==> src/design/bbl_pkg.sv <==
// Shared types, constants and the Bark band width table for the band level onset tracker.
package bbl_pkg;

   localparam int TABLE_BANDS = 26;
   localparam int DIV_STEPS   = 16;

   localparam logic [13:0] HEIGHT_MAX = 14'd16383;
   localparam logic [15:0] HALF_Q12   = 16'd2048;

   localparam logic [1:0] REG_HEIGHT_SCALE    = 2'd0;
   localparam logic [1:0] REG_RIPPLE_SCALE    = 2'd1;
   localparam logic [1:0] REG_ONSET_THRESHOLD = 2'd2;
   localparam logic [1:0] REG_PEAK_FLOOR      = 2'd3;

   localparam logic [3:0]  HEIGHT_SCALE_RST    = 4'd3;
   localparam logic [3:0]  RIPPLE_SCALE_RST    = 4'd10;
   localparam logic [12:0] ONSET_THRESHOLD_RST = 13'd1024;
   localparam logic [15:0] PEAK_FLOOR_RST      = 16'd6;

   localparam logic [6:0] BARK_WIDTH [TABLE_BANDS] = '{
      7'd2, 7'd2, 7'd2, 7'd2, 7'd2, 7'd3, 7'd3, 7'd3, 7'd3, 7'd4, 7'd4, 7'd5, 7'd6,
      7'd7, 7'd8, 7'd10, 7'd12, 7'd15, 7'd19, 7'd23, 7'd28, 7'd38, 7'd53, 7'd75,
      7'd90, 7'd94
   };

   typedef enum logic [3:0] {
      S_SWEEP,
      S_IDLE,
      S_FETCH,
      S_RATIO_GO,
      S_RATIO_WAIT,
      S_SMOOTH_GO,
      S_SMOOTH_WAIT,
      S_MEAN_GO,
      S_MEAN_WAIT,
      S_DRAT_GO,
      S_DRAT_WAIT,
      S_CHG_GO,
      S_CHG_WAIT,
      S_FINISH
   } state_type;

   typedef struct packed {
      logic        start;
      logic [31:0] dividend;
      logic [15:0] divisor;
   } div_req_type;

   typedef struct packed {
      logic        done;
      logic [15:0] quotient;
   } div_rsp_type;

   // band width; bands past the table are one bin wide
   function automatic logic [6:0] bark_width(input logic [6:0] band);
      logic [6:0] w;
      if (band < 7'(TABLE_BANDS)) begin
         w = BARK_WIDTH[band[4:0]];
      end else begin
         w = 7'd1;
      end
      return w;
   endfunction

endpackage

==> src/design/bbl_div.sv <==
// Shared restoring divider: 16 quotient bits, one bit a cycle.
module bbl_div (
   input  logic                clock,
   input  logic                reset,
   input  bbl_pkg::div_req_type req,
   output bbl_pkg::div_rsp_type rsp
);
   import bbl_pkg::*;

   logic        busy_ff, done_ff, zero_ff;
   logic [4:0]  cnt_ff;
   logic [15:0] rem_ff, low_ff, den_ff;
   logic [16:0] trial;
   logic        ge;
   logic [15:0] rem_in, low_in;

   // caller guarantees the quotient fits in 16 bits, so the top half is below the divisor
   always_comb begin
      trial  = {rem_ff, low_ff[15]};
      ge     = trial >= {1'b0, den_ff};
      rem_in = ge ? 16'(trial - {1'b0, den_ff}) : trial[15:0];
      low_in = {low_ff[14:0], ge};
   end

   always_ff @(posedge clock) begin
      if (reset) begin
         busy_ff <= 1'b0;
         done_ff <= 1'b0;
         cnt_ff  <= '0;
      end else begin
         done_ff <= 1'b0;
         if (req.start) begin
            busy_ff <= 1'b1;
            cnt_ff  <= 5'(DIV_STEPS);
         end else if (busy_ff) begin
            cnt_ff <= cnt_ff - 5'd1;
            if (cnt_ff == 5'd1) begin
               busy_ff <= 1'b0;
               done_ff <= 1'b1;
            end
         end
      end
   end

   always_ff @(posedge clock) begin
      if (req.start) begin
         rem_ff  <= req.dividend[31:16];
         low_ff  <= req.dividend[15:0];
         den_ff  <= req.divisor;
         zero_ff <= (req.divisor == 16'd0);
      end else if (busy_ff) begin
         rem_ff <= rem_in;
         low_ff <= low_in;
      end
   end

   assign rsp.done     = done_ff;
   assign rsp.quotient = zero_ff ? 16'd0 : low_ff;

endmodule

==> config.mk <==
export PLATFORM = sky130hd
export DESIGN_NAME = bbl_div
export DESIGN_NICKNAME = d
export VERILOG_FILES = /design/src/design/bbl_pkg.sv /design/src/design/bbl_div.sv
export SDC_FILE = /design/constraint.sdc
export NUM_CORES = 1
export LEC_CHECK = 0
export BUFFER_PORTS_ARGS = -buffer_cell sky130_fd_sc_hd__buf_4
export CAP_MARGIN = 20
export CORE_ASPECT_RATIO = 1.1
export CORE_UTILIZATION = 30
export CTS_CLUSTER_DIAMETER = 80
export DETAILED_ROUTE_END_ITERATION = 16
export HOLD_SLACK_MARGIN = 0.06
export SLEW_MARGIN = 0
export SYNTH_ARGS = -nofsm -noshare
export SYNTH_HDL_FRONTEND = slang
export SYNTH_SLANG_ARGS = --single-unit
==> constraint.sdc <==
create_clock -name clock -period 3.65 [get_ports clock]
set_clock_uncertainty 0.2 [all_clocks]
set_input_delay 0.1825 -clock clock [delete_from_list [all_inputs] [get_ports clock]]
set_output_delay 0.1825 -clock clock [all_outputs]
set_load 0.02 [all_outputs]
==> metrics.txt, run 1 <==
status complete, no violations; crit end category flop; Slew headroom 44.19%; drt drc 0; leak pwr 1.846 nW; Synth Register Bits 56; number of synthesized flops with an enable pin 49; M3 GR Usage 2.812%; Max Clk Rate 321.9 MHz; GPL Wtd Cong 0.8092; sw frac 35.29%; Die Area 0.01216 mm2; WL final 8.927 mm; measured slew at the worst slew-check pin 828.3 ps; Slew Limit Fails 0; post-synthesis sequential area ratio 45.84%; Final setup viols 0; VDD IR max 0.0002138 V; Clk Latency, worst-skew pair 300 ps; PortBufs 67; Detail Route Antenna Nets 0; Ys Warns 0; synth-to-layout area growth 33.13%; Critical Path AT 2970 ps; fin util 40.92%; GR Overflow Total 0; post-CTS sizing 0; share of cells above drive strength 1 25.41%; Fillers 1,101; DP Area 0.004123 mm2; Starting Density 30.73%; Cell Int Power 1.497 mW; drt first pass iters 4; post-DR wirelength/cell 15.53 um; num ports 68; final hold vios 0; post-synth cell types 64; unrepaired setup endpoints after global routing false; CTS max path bufs 2; hold_ws 70.40 ps; GR peak layer met2; routing usage on met2 27.19%; vias in the first global route 2,949; Inserted Diodes 0; ys flop type edfxtp_1; dpl hpwl 6.187 mm; Flop pwr share 38.2%; Site Rows 41; largest net degree at the start of global routing 38; synthesized cell area 0.003516 mm2; Clock Power Share 21.7%; Final Instance Count excl. Fillers 575; Die Y 115.5 um; met1 usage 18.29%; Final Cycle Share 85.11%; 1st-iter DRT viols 130; Reg clk slew, reported paths 80 ps; combinational power share 40.1%; net switching power 816.2 uW; CP startpoint kind flop; Async SR Flop Fraction 0%; Required @ worst endpoint 3510 ps; CTS Buf Count 5; fin crit period 3106 ps; pwr/cell area 494.1 mW/mm2; Hold Crit Class input port to flop; Via density 4.995; setup ws final 543.6 ps; antenna violations before repair 0; setup TNS 0 ps; syn nets 391; Clock Sinks 56; Core ar. 0.01144 mm2; Die X 105.2 um; TritonCTS clock tree yes; cell count after placement 526; crit-path max FO 16; mean post-synth cell area 10.95 um2; Global Route Usage Sum 15.10%; Cells after Synth 321; root buffer cell clkbuf_16; PnR Total Power 2.313 mW; # Max-Cap Violations 0; Crit Path Category flop to flop; routed via count 2,872; Placement Setup Slack 587.0 ps; H-tree levels 2; nets@finish 494; design area 0.004681 mm2; first-pass GRT wire length 14.46 mm
[final cells by class]
class / instances / area, um2 / area share [%]
multi-input cells: 225 / 1708 / 36.49
inverters: 26 / 97.59 / 2.085
flip-flops and latches: 56 / 1612 / 34.43
well taps: 150 / 187.7 / 4.010
clock buffers: 5 / 125.1 / 2.673
clock inverters: 3 / 22.52 / 0.4812
repair buffers: 110 / 928.4 / 19.83
[worst paths after layout]
check        slack [ps]                     end  depth (start not counted)              startpoint
min                  70     rem_ff[0]$_DFFE_PP_                          3                 req[32]
min reg2reg         300  cnt_ff[1]$_SDFFE_PP0P_                          2  cnt_ff[1]$_SDFFE_PP0P_
max reg2reg         540     rem_ff[7]$_DFFE_PP_                          7     rem_ff[3]$_DFFE_PP_
max                 540     rem_ff[7]$_DFFE_PP_                          7     rem_ff[3]$_DFFE_PP_
[power groups by stage]
stage / clock network [mW] / registers [mW] / logic (mW)
after floorplan: 0 / 0.868 / 0.685
after global placement: 0 / 0.893 / 0.875
after detailed placement: 0 / 0.895 / 0.885
after CTS: 0.510 / 0.883 / 0.924
after global routing: 0.525 / 0.894 / 1.02
final: 0.503 / 0.883 / 0.927
[routing by layer]
metal,vias to the layer above,wire (um)
met1,1357,4081
met4,0,140
met3,10,350
met5,-,0
li1,1425,-
met2,80,4355
[cell usage in the layout, fill, tap and decap left out, types with 2 or more instances in the layout]
cell and count:
o2111ai_1 3, nor2b_1 16, o21a_1 3, or2_2 2
nor3b_1 2, nand2_1 16, edfxtp_1 49, nor4_1 5
a21oi_1 18, clkbuf_16 5, nor3_1 6, o21ai_0 10
and2_1 4, xnor2_1 6, nand3_1 6, inv_1 26
a211oi_1 3, a2111oi_0 2, o211ai_1 2, a41oi_1 5
a31oi_1 4, dlygate4sd3_1 41, nand2b_1 7, ha_1 18
dfxtp_1 7, a2111o_1 2, nand4_1 6, a221oi_1 2
mux2_2 16, buf_4 69, o31ai_1 2, nor4b_1 2
o21ai_1 2, xor2_1 8, o311ai_1 6, nor2_1 11
a21o_1 4
[sequential cells by signal, indices dropped and copies added, names as in the netlist]
name,count
done_ff,1
den_ff,16
cnt_ff,5
busy_ff,1
zero_ff,1
low_ff,16
rem_ff,16
[repair_timing]
item                                    in CTS  in global routing
hold buffers                                41                  0
endpoints found under the hold margin       47                  0
endpoints found under the setup margin       0                  0
buffers inserted                             0                  0
[worst max-delay path, cell delays in order (launching register included)]
cell      delay (ps)
edfxtp_1         400
ha_1             370
a21o_1           210
a31o_2           250
o21ai_1          280
a2111o_1         600
a221oi_1         220
a221o_2          330
[logic make-up (layout without fill, tap and decap cells)]
family                   count (synthesis)  count (layout)  share of synthesized area (%)
AND/OR/NAND/NOR                         96              96                          15.62
AO/OA/AOI/OAI                           79              79                          17.08
flip-flops                              56              56                          45.84
buffers and inverters                   40             144                          5.587
adder cells (fa/ha/maj)                 19              19                          6.975
multiplexers                            17              17                          5.409
XOR/XNOR                                14              14                          3.488
[synthesized netlist by cell type (all sizes together) (8+ instances only)]
cell type | count | area share [%]
a21oi | 18 | 2.6
inv | 26 | 2.8
mux2 | 16 | 5.1
edfxtp | 49 | 42
xor2 | 8 | 2.0
nor2 | 12 | 1.4
nor2b | 16 | 2.8
ha | 18 | 6.4
clkbuf | 10 | 1.6
o21ai | 12 | 1.7
nand2 | 16 | 1.7
(Power assumes the default switching activity.)
==> run 2: changes to the inputs <==
Settings changed: ABC_AREA from default to 1.
==> run 2 against run 1 <==
Effect of this change:
- sequential share of layout area down 2.6 points
- register-to-register slack better by 510 ps
- critical path depth is 5 higher
- critical endpoint is now rem_ff[8]$_DFFE_PP_
- largest power group unchanged
==> metrics.txt, run 2 <==
status complete, no violations; post-CTS sizing 0; post-DR wirelength/cell 12.52 um; register area 0.001612 mm2; synth-to-layout area growth 33.66%; fraction of the mapped netlist area in simple logic gates 33.76%; Flop pwr share 36.2%; number of synthesized flops with an enable pin 49; Cell Int Power 1.489 mW; commonest non-fill, non-tap cells in the layout 137 x nand2_1, 86 x inv_1, 70 x buf_4, 49 x edfxtp_1, 48 x dlygate4sd3_1; Multi-input gate area 0.001764 mm2; routed via count 3,352; critical-path cell list ha_1, nand2_1, nand2_1, nand2_1, nand2_1, nand2_1, nand2_1, nor2_4, nand2_4, nand2_1, nand3_1, nand2_1; Inserted Diodes 0; Crit Path Category flop to flop; pwr/cell area 455.7 mW/mm2; PortBufs 67; Synth Register Bits 56; Async SR Flop Fraction 0%; Starting Density 31.10%; drt first pass iters 4; fin crit period 2591 ps; syn nets 551; synthesized cell area 0.003791 mm2; combinational power share 40.4%; Die Area 0.01309 mm2; dpl hpwl 6.708 mm; sw frac 35.50%; nets@finish 663; Fillers 1,238; CTS Buf Count 5; Hold Path End low_ff[0]$_DFFE_PP_; Critical Path AT 2560 ps; Compound-Gate Fraction of Synth Area 4.224%; GR Overflow Total 0; commonest cells in the netlist 137 x nand2_1, 86 x inv_1, 49 x edfxtp_1; share of cells above drive strength 1 19.87%; WL final 9.368 mm; Site Rows 42; DP Area 0.004424 mm2; antenna violations before repair 0; Reg2Reg Depth 12; 1st-iter DRT viols 138; mean post-synth cell area 7.882 um2; measured slew at the worst slew-check pin 637.4 ps; setup TNS 0 ps; crit-path max FO 18; Reg clk slew, reported paths 70 ps; Slew headroom 57.50%; VDD IR max 0.0002784 V; net switching power 819.8 uW; drt drc 0; Max Clk Rate 385.9 MHz; first-pass GRT wire length 15.69 mm; post-synthesis sequential area ratio 42.51%; Clock Power Share 23.4%; xor-xnor portion of the synthesized cell area 2.079%; Die X 109.2 um; CP startpoint kind flop; final hold vios 0; commonest non-fill, non-tap cell in the layout nand2_1; Detail Route Antenna Nets 0; Min-Delay Path Depth 3; CTS max path bufs 2; Cells after Synth 481; crit end category flop; root buffer cell clkbuf_16; vias in the first global route 3,388; Core ar. 0.01219 mm2; Via density 4.481; GPL Wtd Cong 0.9441; Clock Sinks 56; Hold Crit Class input port to flop; Ys Warns 0; largest area contributor in the netlist edfxtp_1; Required @ worst endpoint 3620 ps; leak pwr 2.467 nW; Crit-path slowest cell nor2_4; area fraction of the dominant cell type after synthesis 38.81%; design area 0.005067 mm2; FF-to-FF Start rem_ff[9]$_DFFE_PP_; post-synth cell types 34; H-tree levels 2; Area contributors post-synth edfxtp_1 39%, nand2_1 14%, inv_1 8.5%; unrepaired setup endpoints after global routing false; Global Route Usage Sum 15.20%; worst hold start req[16]; ys flop type edfxtp_1; TritonCTS clock tree yes; worst r2r dst rem_ff[8]$_DFFE_PP_; most frequent cell after synthesis nand2_1; Slew Limit Fails 0; post-synthesis adder-cell area fraction 6.469%; # Max-Cap Violations 0; Die Y 119.9 um; multiplexer share of the synthesized area 0%; Final setup viols 0; Clk Latency, worst-skew pair 290 ps; num ports 68; largest family of logic cells by synthesized area simple AND/OR/NAND/NOR gates; Most Frequent Cell on Critical Path nand2_1; biggest regs den_ff: 16 flops, low_ff: 16 flops, rem_ff: 16 flops; Final Cycle Share 71.00%; largest net degree at the start of global routing 66; CP max stage delay 440 ps; R2R setup slack 1060 ps
## run 2: power by group through the flow
stage                     Combinational (mW)  Clock [mW]  Sequential [mW]
after global placement                 0.881           0            0.847
after global routing                    1.05       0.572            0.845
after detailed placement               0.887           0            0.849
final                                  0.933       0.541            0.835
after floorplan                        0.694           0            0.835
after CTS                              0.935       0.557            0.836
## run 2: cell type report
cell class	instances	share of cell area, %
clock buffers	5	2.469
well taps	154	3.802
multi-input cells	324	34.81
inverters	88	6.519
clock inverters	3	0.7407
repair buffers	118	19.85
flip-flops and latches	56	31.80
## run 2: what timing repair did
| item | 4_1_cts | 5_1_grt |
|---|---|---|
| endpoints found under the setup margin | 0 | 0 |
| hold endpoints to repair | 49 | 0 |
| setup buffers | 0 | 0 |
| hold buffers | 48 | 0 |
## run 2: cells by family after synthesis
family          after synthesis
fa+ha+maj                    19
buf+inv                     101
compound gates               30
xor+xnor                      9
flops                        56
simple gates                266
## run 2: critical path, delay by kind of cell, from the launching register on
family	cells	cell delay [ps]
adders and majority gates	1	390
DFF	1	410
and+or+nand+nor	11	1460
## run 2: routing by layer
metal / wire length [um] / vias to the layer above / GRT usage (%) / share of wire [%]
met4: 128 / 0 / 4.250 / 1.4
met5: 0 / - / 0 / 0
met2: 4876 / 74 / 27.59 / 52
met1: 4027 / 1521 / 18.39 / 43
met3: 336 / 11 / 2.118 / 3.6
li1: - / 1746 / - / -
## run 2: metrics by stage
stage                     hold slack (ps)  power (mW)  util, %  setup slack (ps)  std cells
after floorplan                     51.91       1.529        -              1451        481
after global placement              151.1       1.728    36.29              1132        692
after detailed placement            159.3       1.736    36.29              1069        692
after CTS                           120.9       2.327    41.56              1058        748
after global routing                160.6       2.469    41.56             880.9        748
final                               119.4       2.309    41.56              1059        748
## run 2: worst max-delay path by stage
stage	from	end	slack, ps	cells after the start
detailed placement	rem_ff[9]$_DFFE_PP_	rem_ff[11]$_DFFE_PP_	1070	12
finish	rem_ff[9]$_DFFE_PP_	rem_ff[8]$_DFFE_PP_	1060	12
floorplan	low_ff[15]$_DFFE_PP_	rem_ff[8]$_DFFE_PP_	1450	11
CTS	rem_ff[9]$_DFFE_PP_	rem_ff[11]$_DFFE_PP_	1060	12
global placement	low_ff[15]$_DFFE_PP_	rem_ff[8]$_DFFE_PP_	1130	11
global route	rem_ff[9]$_DFFE_PP_	rem_ff[11]$_DFFE_PP_	880	12
